$ cat src/sv/smdu_pkg.sv
// Shared types and constants of the serial multiply and divide unit.
package smdu_pkg;

    localparam int CNT_W          = 5;
    localparam int FIELD_W        = 16;
    localparam int SHIFT_W        = 32;
    localparam int DATA_WIDTH_DEF = 16;
    localparam int S_TDATA_W      = 80;
    localparam int S_TUSER_W      = 1;
    localparam int M_TDATA_W      = 40;

    typedef enum logic {
        REQ_STEP = 1'b0,
        REQ_LOAD = 1'b1
    } req_kind_t;

    typedef struct packed {
        req_kind_t           req_type;
        logic [SHIFT_W-1:0]  shifter;
        logic [FIELD_W-1:0]  prod_rem;
        logic [FIELD_W-1:0]  quot_mult;
        logic [CNT_W-1:0]    div_count;
        logic [CNT_W-1:0]    mul_count;
    } req_t;

    typedef struct packed {
        logic                busy;
        logic [FIELD_W-1:0]  prod_rem;
        logic [FIELD_W-1:0]  quot_mult;
    } res_t;

    typedef struct packed {
        logic valid;
        req_t req;
    } in_stage_t;

endpackage

$ cat src/sv/smdu_in_stage.sv
// Input register stage: captures one request beat and unpacks its fields.
module smdu_in_stage (
    input  logic                        aclk,
    input  logic                        aresetn,
    input  logic                        s_tvalid,
    output logic                        s_tready,
    input  logic [smdu_pkg::S_TDATA_W-1:0] s_tdata,
    input  logic [smdu_pkg::S_TUSER_W-1:0] s_tuser,
    input  logic                        take,
    output smdu_pkg::in_stage_t         stage
);
    import smdu_pkg::*;

    logic valid_reg;
    logic valid_next;
    req_t req_reg;
    req_t req_in;

    always_comb begin
        req_in.mul_count = s_tdata[4:0];
        req_in.div_count = s_tdata[9:5];
        req_in.quot_mult = s_tdata[25:10];
        req_in.prod_rem  = s_tdata[41:26];
        req_in.shifter   = s_tdata[73:42];
        req_in.req_type  = req_kind_t'(s_tuser[0]);
    end

    assign s_tready = !valid_reg || take;

    always_comb begin
        valid_next = valid_reg;
        if (s_tvalid && s_tready) begin
            valid_next = 1'b1;
        end else if (take) begin
            valid_next = 1'b0;
        end
    end

    always_ff @(posedge aclk) begin
        if (!aresetn) begin
            valid_reg <= 1'b0;
        end else begin
            valid_reg <= valid_next;
        end
    end

    always_ff @(posedge aclk) begin
        if (s_tvalid && s_tready) begin
            req_reg <= req_in;
        end
    end

    assign stage.valid = valid_reg;
    assign stage.req   = req_reg;

endmodule

$ cat src/sv/smdu_step.sv
// Datapath of one item: load, or one multiply step followed by one divide step.
module smdu_step #(
    parameter int DATA_WIDTH = smdu_pkg::DATA_WIDTH_DEF
) (
    input  smdu_pkg::req_t                 req,
    input  logic [smdu_pkg::CNT_W-1:0]     mul_cnt,
    input  logic [smdu_pkg::CNT_W-1:0]     div_cnt,
    input  logic [DATA_WIDTH-1:0]          qm,
    input  logic [DATA_WIDTH-1:0]          pr,
    input  logic [smdu_pkg::SHIFT_W-1:0]   sh,
    output logic [smdu_pkg::CNT_W-1:0]     mul_cnt_next,
    output logic [smdu_pkg::CNT_W-1:0]     div_cnt_next,
    output logic [DATA_WIDTH-1:0]          qm_next,
    output logic [DATA_WIDTH-1:0]          pr_next,
    output logic [smdu_pkg::SHIFT_W-1:0]   sh_next,
    output smdu_pkg::res_t                 res
);
    import smdu_pkg::*;

    logic                  mul_act;
    logic                  div_act;
    logic [CNT_W-1:0]      m_cnt;
    logic [DATA_WIDTH-1:0] m_qm;
    logic [DATA_WIDTH-1:0] m_pr;
    logic [SHIFT_W-1:0]    m_sh;
    logic [SHIFT_W-1:0]    d_sh;
    logic                  ge;
    logic [CNT_W-1:0]      d_cnt;
    logic [DATA_WIDTH-1:0] d_qm;
    logic [DATA_WIDTH-1:0] d_pr;

    function automatic logic [SHIFT_W-1:0] m_sh_shift(input logic [SHIFT_W-1:0] v);
        m_sh_shift = {v[SHIFT_W-2:0], 1'b0};
    endfunction

    always_comb begin
        mul_act = (mul_cnt != '0);
        m_cnt   = mul_act ? mul_cnt - CNT_W'(1) : mul_cnt;
        m_pr    = (mul_act && qm[0]) ? pr + sh[DATA_WIDTH-1:0] : pr;
        m_qm    = mul_act ? (qm >> 1) : qm;
        m_sh    = mul_act ? (m_sh_shift(sh)) : sh;

        div_act = (div_cnt != '0);
        d_cnt   = div_act ? div_cnt - CNT_W'(1) : div_cnt;
        d_sh    = div_act ? (m_sh >> 1) : m_sh;
        ge      = (SHIFT_W'(m_pr) >= d_sh);
        d_qm    = div_act ? {m_qm[DATA_WIDTH-2:0], ge} : m_qm;
        d_pr    = (div_act && ge) ? m_pr - d_sh[DATA_WIDTH-1:0] : m_pr;
    end

    always_comb begin
        case (req.req_type)
            REQ_LOAD: begin
                mul_cnt_next = req.mul_count;
                div_cnt_next = req.div_count;
                qm_next      = DATA_WIDTH'(req.quot_mult);
                pr_next      = DATA_WIDTH'(req.prod_rem);
                sh_next      = req.shifter;
            end
            default: begin
                mul_cnt_next = m_cnt;
                div_cnt_next = d_cnt;
                qm_next      = d_qm;
                pr_next      = d_pr;
                sh_next      = d_sh;
            end
        endcase
    end

    assign res.quot_mult = FIELD_W'(qm_next);
    assign res.prod_rem  = FIELD_W'(pr_next);
    assign res.busy      = (mul_cnt_next != '0) || (div_cnt_next != '0);

endmodule

$ cat src/sv/smdu_core.sv
// Unit state and result register, advanced together as each item retires.
module smdu_core #(
    parameter int DATA_WIDTH = smdu_pkg::DATA_WIDTH_DEF
) (
    input  logic                           aclk,
    input  logic                           aresetn,
    input  smdu_pkg::in_stage_t            stage,
    output logic                           take,
    output logic                           m_tvalid,
    input  logic                           m_tready,
    output logic [smdu_pkg::M_TDATA_W-1:0] m_tdata
);
    import smdu_pkg::*;

    logic [CNT_W-1:0]      mul_cnt_reg;
    logic [CNT_W-1:0]      div_cnt_reg;
    logic [DATA_WIDTH-1:0] qm_reg;
    logic [DATA_WIDTH-1:0] pr_reg;
    logic [SHIFT_W-1:0]    sh_reg;
    logic [CNT_W-1:0]      mul_cnt_next;
    logic [CNT_W-1:0]      div_cnt_next;
    logic [DATA_WIDTH-1:0] qm_next;
    logic [DATA_WIDTH-1:0] pr_next;
    logic [SHIFT_W-1:0]    sh_next;
    res_t                  res_next;
    res_t                  res_reg;
    logic                  out_valid_reg;
    logic                  out_valid_next;

    smdu_step #(
        .DATA_WIDTH(DATA_WIDTH)
    ) u_step (
        .req          (stage.req),
        .mul_cnt      (mul_cnt_reg),
        .div_cnt      (div_cnt_reg),
        .qm           (qm_reg),
        .pr           (pr_reg),
        .sh           (sh_reg),
        .mul_cnt_next (mul_cnt_next),
        .div_cnt_next (div_cnt_next),
        .qm_next      (qm_next),
        .pr_next      (pr_next),
        .sh_next      (sh_next),
        .res          (res_next)
    );

    assign take = stage.valid && (!out_valid_reg || m_tready);

    always_comb begin
        out_valid_next = out_valid_reg;
        if (take) begin
            out_valid_next = 1'b1;
        end else if (m_tready) begin
            out_valid_next = 1'b0;
        end
    end

    always_ff @(posedge aclk) begin
        if (!aresetn) begin
            out_valid_reg <= 1'b0;
            mul_cnt_reg   <= '0;
            div_cnt_reg   <= '0;
            qm_reg        <= '0;
            pr_reg        <= '0;
            sh_reg        <= '0;
        end else begin
            out_valid_reg <= out_valid_next;
            if (take) begin
                mul_cnt_reg <= mul_cnt_next;
                div_cnt_reg <= div_cnt_next;
                qm_reg      <= qm_next;
                pr_reg      <= pr_next;
                sh_reg      <= sh_next;
            end
        end
    end

    always_ff @(posedge aclk) begin
        if (take) begin
            res_reg <= res_next;
        end
    end

    assign m_tvalid = out_valid_reg;
    assign m_tdata  = {{(M_TDATA_W - $bits(res_t)){1'b0}}, res_reg};

endmodule

$ cat src/sv/serial_multiply_divide_unit_top.sv
// Top level of the serial multiply and divide unit.
//
//  channel  dir  tdata (low bit up)                                     tuser
//  s_       in   mul_count, div_count, quot_mult, prod_rem, shifter     req_type
//  m_       out  quot_mult_out, prod_rem_out, busy_res                  -
//
// One item per cycle unless the result stalls; input then result register.
// The whole step (load mux, one multiply add, one divide compare and subtract)
// sits between the input register and the state/result registers.
// Reset clears both stage valids and all unit state to zero.
// A stalled result holds its stage; an empty input stage takes one more beat.
module serial_multiply_divide_unit_top #(
    parameter int DATA_WIDTH = smdu_pkg::DATA_WIDTH_DEF
) (
    input  logic                           aclk,
    input  logic                           aresetn,
    input  logic                           s_tvalid,
    output logic                           s_tready,
    // mul_count[4:0], div_count[9:5], quot_mult[25:10], prod_rem[41:26],
    // shifter[73:42], zero pad
    input  logic [smdu_pkg::S_TDATA_W-1:0] s_tdata,
    // req_type[0]
    input  logic [smdu_pkg::S_TUSER_W-1:0] s_tuser,
    output logic                           m_tvalid,
    input  logic                           m_tready,
    // quot_mult_out[15:0], prod_rem_out[31:16], busy_res[32], zero pad
    output logic [smdu_pkg::M_TDATA_W-1:0] m_tdata
);
    import smdu_pkg::*;

    in_stage_t stage;
    logic      take;

    smdu_in_stage u_in (
        .aclk     (aclk),
        .aresetn  (aresetn),
        .s_tvalid (s_tvalid),
        .s_tready (s_tready),
        .s_tdata  (s_tdata),
        .s_tuser  (s_tuser),
        .take     (take),
        .stage    (stage)
    );

    smdu_core #(
        .DATA_WIDTH(DATA_WIDTH)
    ) u_core (
        .aclk     (aclk),
        .aresetn  (aresetn),
        .stage    (stage),
        .take     (take),
        .m_tvalid (m_tvalid),
        .m_tready (m_tready),
        .m_tdata  (m_tdata)
    );

endmodule

$ cat config.mk
export PLATFORM = sky130hd
export DESIGN_NAME = serial_multiply_divide_unit_top
export DESIGN_NICKNAME = d
export VERILOG_FILES = /design/src/sv/smdu_pkg.sv /design/src/sv/smdu_in_stage.sv /design/src/sv/smdu_step.sv /design/src/sv/smdu_core.sv /design/src/sv/serial_multiply_divide_unit_top.sv
export SDC_FILE = /design/constraint.sdc
export NUM_CORES = 1
export LEC_CHECK = 0
export BUFFER_PORTS_ARGS = -buffer_cell sky130_fd_sc_hd__buf_2
export CAP_MARGIN = 15
export CORE_MARGIN = 2
export CORE_UTILIZATION = 65
export CTS_BUF_LIST = sky130_fd_sc_hd__clkbuf_2 sky130_fd_sc_hd__clkbuf_4 sky130_fd_sc_hd__clkbuf_8
export CTS_CLUSTER_DIAMETER = 100
export CTS_CLUSTER_SIZE = 20
export DETAILED_ROUTE_END_ITERATION = 6
export PLACE_DENSITY = 0.88
export SYNTH_ARGS = -nofsm -noshare
export SYNTH_HDL_FRONTEND = slang
export SYNTH_SLANG_ARGS = --single-unit
$ cat constraint.sdc
create_clock -name aclk -period 9.2 [get_ports aclk]
set_input_delay 0.46 -clock aclk [delete_from_list [all_inputs] [get_ports aclk]]
set_output_delay 0.46 -clock aclk [all_outputs]
set_load 0.1 [all_outputs]
==> impl_metrics.json <==
{
  "status": "finished, final reports clean",
  "clkLatencyLatePin_ps": 480,
  "max_freq_ghz": 0.183,
  "grt_pass1_wl_mm": 37.6,
  "worst_slack_ps": 3720,
  "post_cts_buffers": 0,
  "largest_reg_flops": 75,
  "track_usage": 0.294,
  "internal_power_w": 0.00145,
  "arrival_ps": 5680,
  "setup_tns_ps": 0,
  "drv_cap": 0,
  "seq_area_sq_um": 4760,
  "switching_share": 0.347,
  "cts.sinks": 184,
  "clk_path_buf_depth": 2,
  "async_reset_ff_frac": 0,
  "path_class": "reg -> reg",
  "first_global_vias": 7610,
  "drive_above_1_share": 0.156,
  "grt_max_degree": 106,
  "ys_top_cells_by_area": "edfxtp_1 33%, dfxtp_1 16%, nand2_1 5.3%, ha_1 4.3%, o211a_1 4.0%",
  "dr.first_iter.drc_count": 831,
  "power.density_nw_per_um2": 205,
  "worst_pin_slew_ps": 1080,
  "wire_per_inst_um": 18.6,
  "ant_nets": 0,
  "io_buffers": 113,
  "place_congestion": 0.922,
  "yosysTopAreaCell": "edfxtp_1",
  "yosysWarnings": 0,
  "reg2reg_slack_ps": 3720,
  "hold_class": "in -> reg",
  "grt-ovfl-total": 0,
  "cp_common_cell": "a21oi_1",
  "path_clk_slew_ps": 100,
  "post-route-period-util": 0.595,
  "finClkSkew_ps": 13.0,
  "ios": 127,
  "cts_root_buffer": "clkbuf_8",
  "maxSlewViolCount": 0,
  "finalWorstPathRequiredPeriod_ps": 5480,
  "ys.flop_type": "edfxtp_1",
  "start_util": 0.669,
  "die_y_um": 127,
  "core_sq_um": 14600,
  "synth.distinct_cells": 72,
  "cts_hold_buffers": 0,
  "timing.hold.ws_ps": 142,
  "layout-area-overhead-vs-synth_pct": 10.4,
  "synth_commonest_cells": "139 x nand2_1, 108 x edfxtp_1, 76 x dfxtp_1, 56 x clkbuf_1, 55 x o21ai_0",
  "first_pass_iters": 5,
  "synth_top_area_frac": 0.331,
  "critical_path.cell_chain": "inv_1 > ha_1 > or4b_1 > xnor2_2 > buf_4 > o21ai_0 > fa_1 > nand3_1 > a21oi_1 > o41ai_1 > a21oi_1 > nand4_4 > and3b_1 > a211oi_1 > a21oi_1",
  "post-synth-top-count-cell": "nand2_1",
  "multi_input_area_sq_um": 4650,
  "worstPathMaxFanout": 26,
  "hold_viol_final": 0,
  "die-area_sq_um": 16100,
  "fin_nets": 1184,
  "post-route-drc-count": 0,
  "post-place-ws_ps": 3920,
  "max_stage_delay_ps": 730,
  "fillers": 1062,
  "synth_area_sq_um": 9790,
  "synth_cells": 988,
  "dp.final_hpwl_mm": 15.4,
  "comb_power_share": 0.301,
  "vias": 8122,
  "slew_headroom": 0.277,
  "rsz0062_at_grt": "false",
  "r2r_cells": 15,
  "peakVddDrop_uv": 138,
  "hold_depth": 1,
  "p_seq_frac": 0.438,
  "finalSetupViolations": 0,
  "cts_tree": "done",
  "p_leak_nw": 4.62,
  "clock_power_share": 0.261,
  "slowest_stage": "xnor2_2",
  "synth-edff-count": 108,
  "chipWidth_um": 127,
  "cts_resized": 0,
  "critPathLaunchType": "flop",
  "drt-total-wl_mm": 23.5,
  "synth-seq-cells": 184,
  "yosysSeqAreaShare": 0.487,
  "antenna_found_initial": 0,
  "cts_htree_levels": 4,
  "n_antenna_cell": 0,
  "synth.avg_cell_area_sq_um": 9.91,
  "power.switching_w": 0.000769,
  "cts_buffers": 17,
  "worstSetupEndpointType": "flop",
  "rows": 44,
  "drt-vias-per-instance": 6.45,
  "crit_required_ps": 9410
}
[power by group through the flow]
stage	clock network [W]	registers (W)	logic, W
final	0.000579	0.000972	0.000669
after global routing	0.000613	0.000977	0.000728
after CTS	0.000583	0.000970	0.000658
after detailed placement	0	0.000988	0.000651
after global placement	0	0.000986	0.000635
after floorplan	0	0.00105	0.000449
[per-stage QoR]
step | total power (W) | cells | instance area, sq um | util
2_1_floorplan | 0.00150 | 994 | 9810 | -
3_3_place_gp | 0.00162 | 1228 | 10400 | 0.709
3_5_place_dp | 0.00164 | 1228 | 10400 | 0.709
4_1_cts | 0.00221 | 1260 | 10800 | 0.738
5_1_grt | 0.00232 | 1260 | 10800 | 0.738
6_report | 0.00222 | 1260 | 10800 | 0.738
[critical path: cells and delay by family, from the launching register on]
kind	cells	cell delay, ps
flops	1	380
buf+inv	2	550
simple gates	4	1400
xor+xnor	1	730
fa+ha+maj	2	680
compound gates	6	1450
[path summary, 6_finish.rpt]
path                    startpoint                  to
max reg2reg  u_core.mul_cnt_reg[0]  u_core.m_tdata[19]
min                    s_tdata[17]      u_in.stage[17]
max          u_core.mul_cnt_reg[0]  u_core.m_tdata[19]
min reg2reg       u_core.pr_reg[6]    u_core.pr_reg[6]
[metal layers]
metal,track usage,routed length [um]
met1,0.390,10100
met2,0.487,11300
met3,0.0515,1570
met4,0.111,543
met5,0,0
[logic make-up (layout without fill, tap and decap cells)]
group,after synthesis,count (layout),synth area share
AOI/OAI and AO/OA,327,327,0.239
and+or+nand+nor,300,300,0.146
DFF,184,184,0.487
buffers and inverters,99,181,0.0415
adders and majority gates,36,36,0.0475
xor gates and xnor gates,31,31,0.0277
muxes,10,10,0.0106
other,1,7,0.000383
[area by class of cell]
cell class              count  area share
well taps                 184      0.0213
repair buffers            123      0.0592
flip-flops and latches    184       0.441
inverters                  26     0.00926
multi-input cells         711       0.430
clock inverters            12      0.0150
clock buffers              20      0.0243
[placed cells by master (no fill, tap or decap), types with 23 or more instances in the layout]
cell	count
o22ai_1	23
ha_1	34
nand2_1	139
o21ai_0	55
edfxtp_1	108
o211a_1	39
nand3_1	26
nor2_1	54
dfxtp_1	76
buf_2	113
a21oi_1	41
inv_1	25
o211ai_1	28
Note: power is estimated with default switching activity, not from simulation.
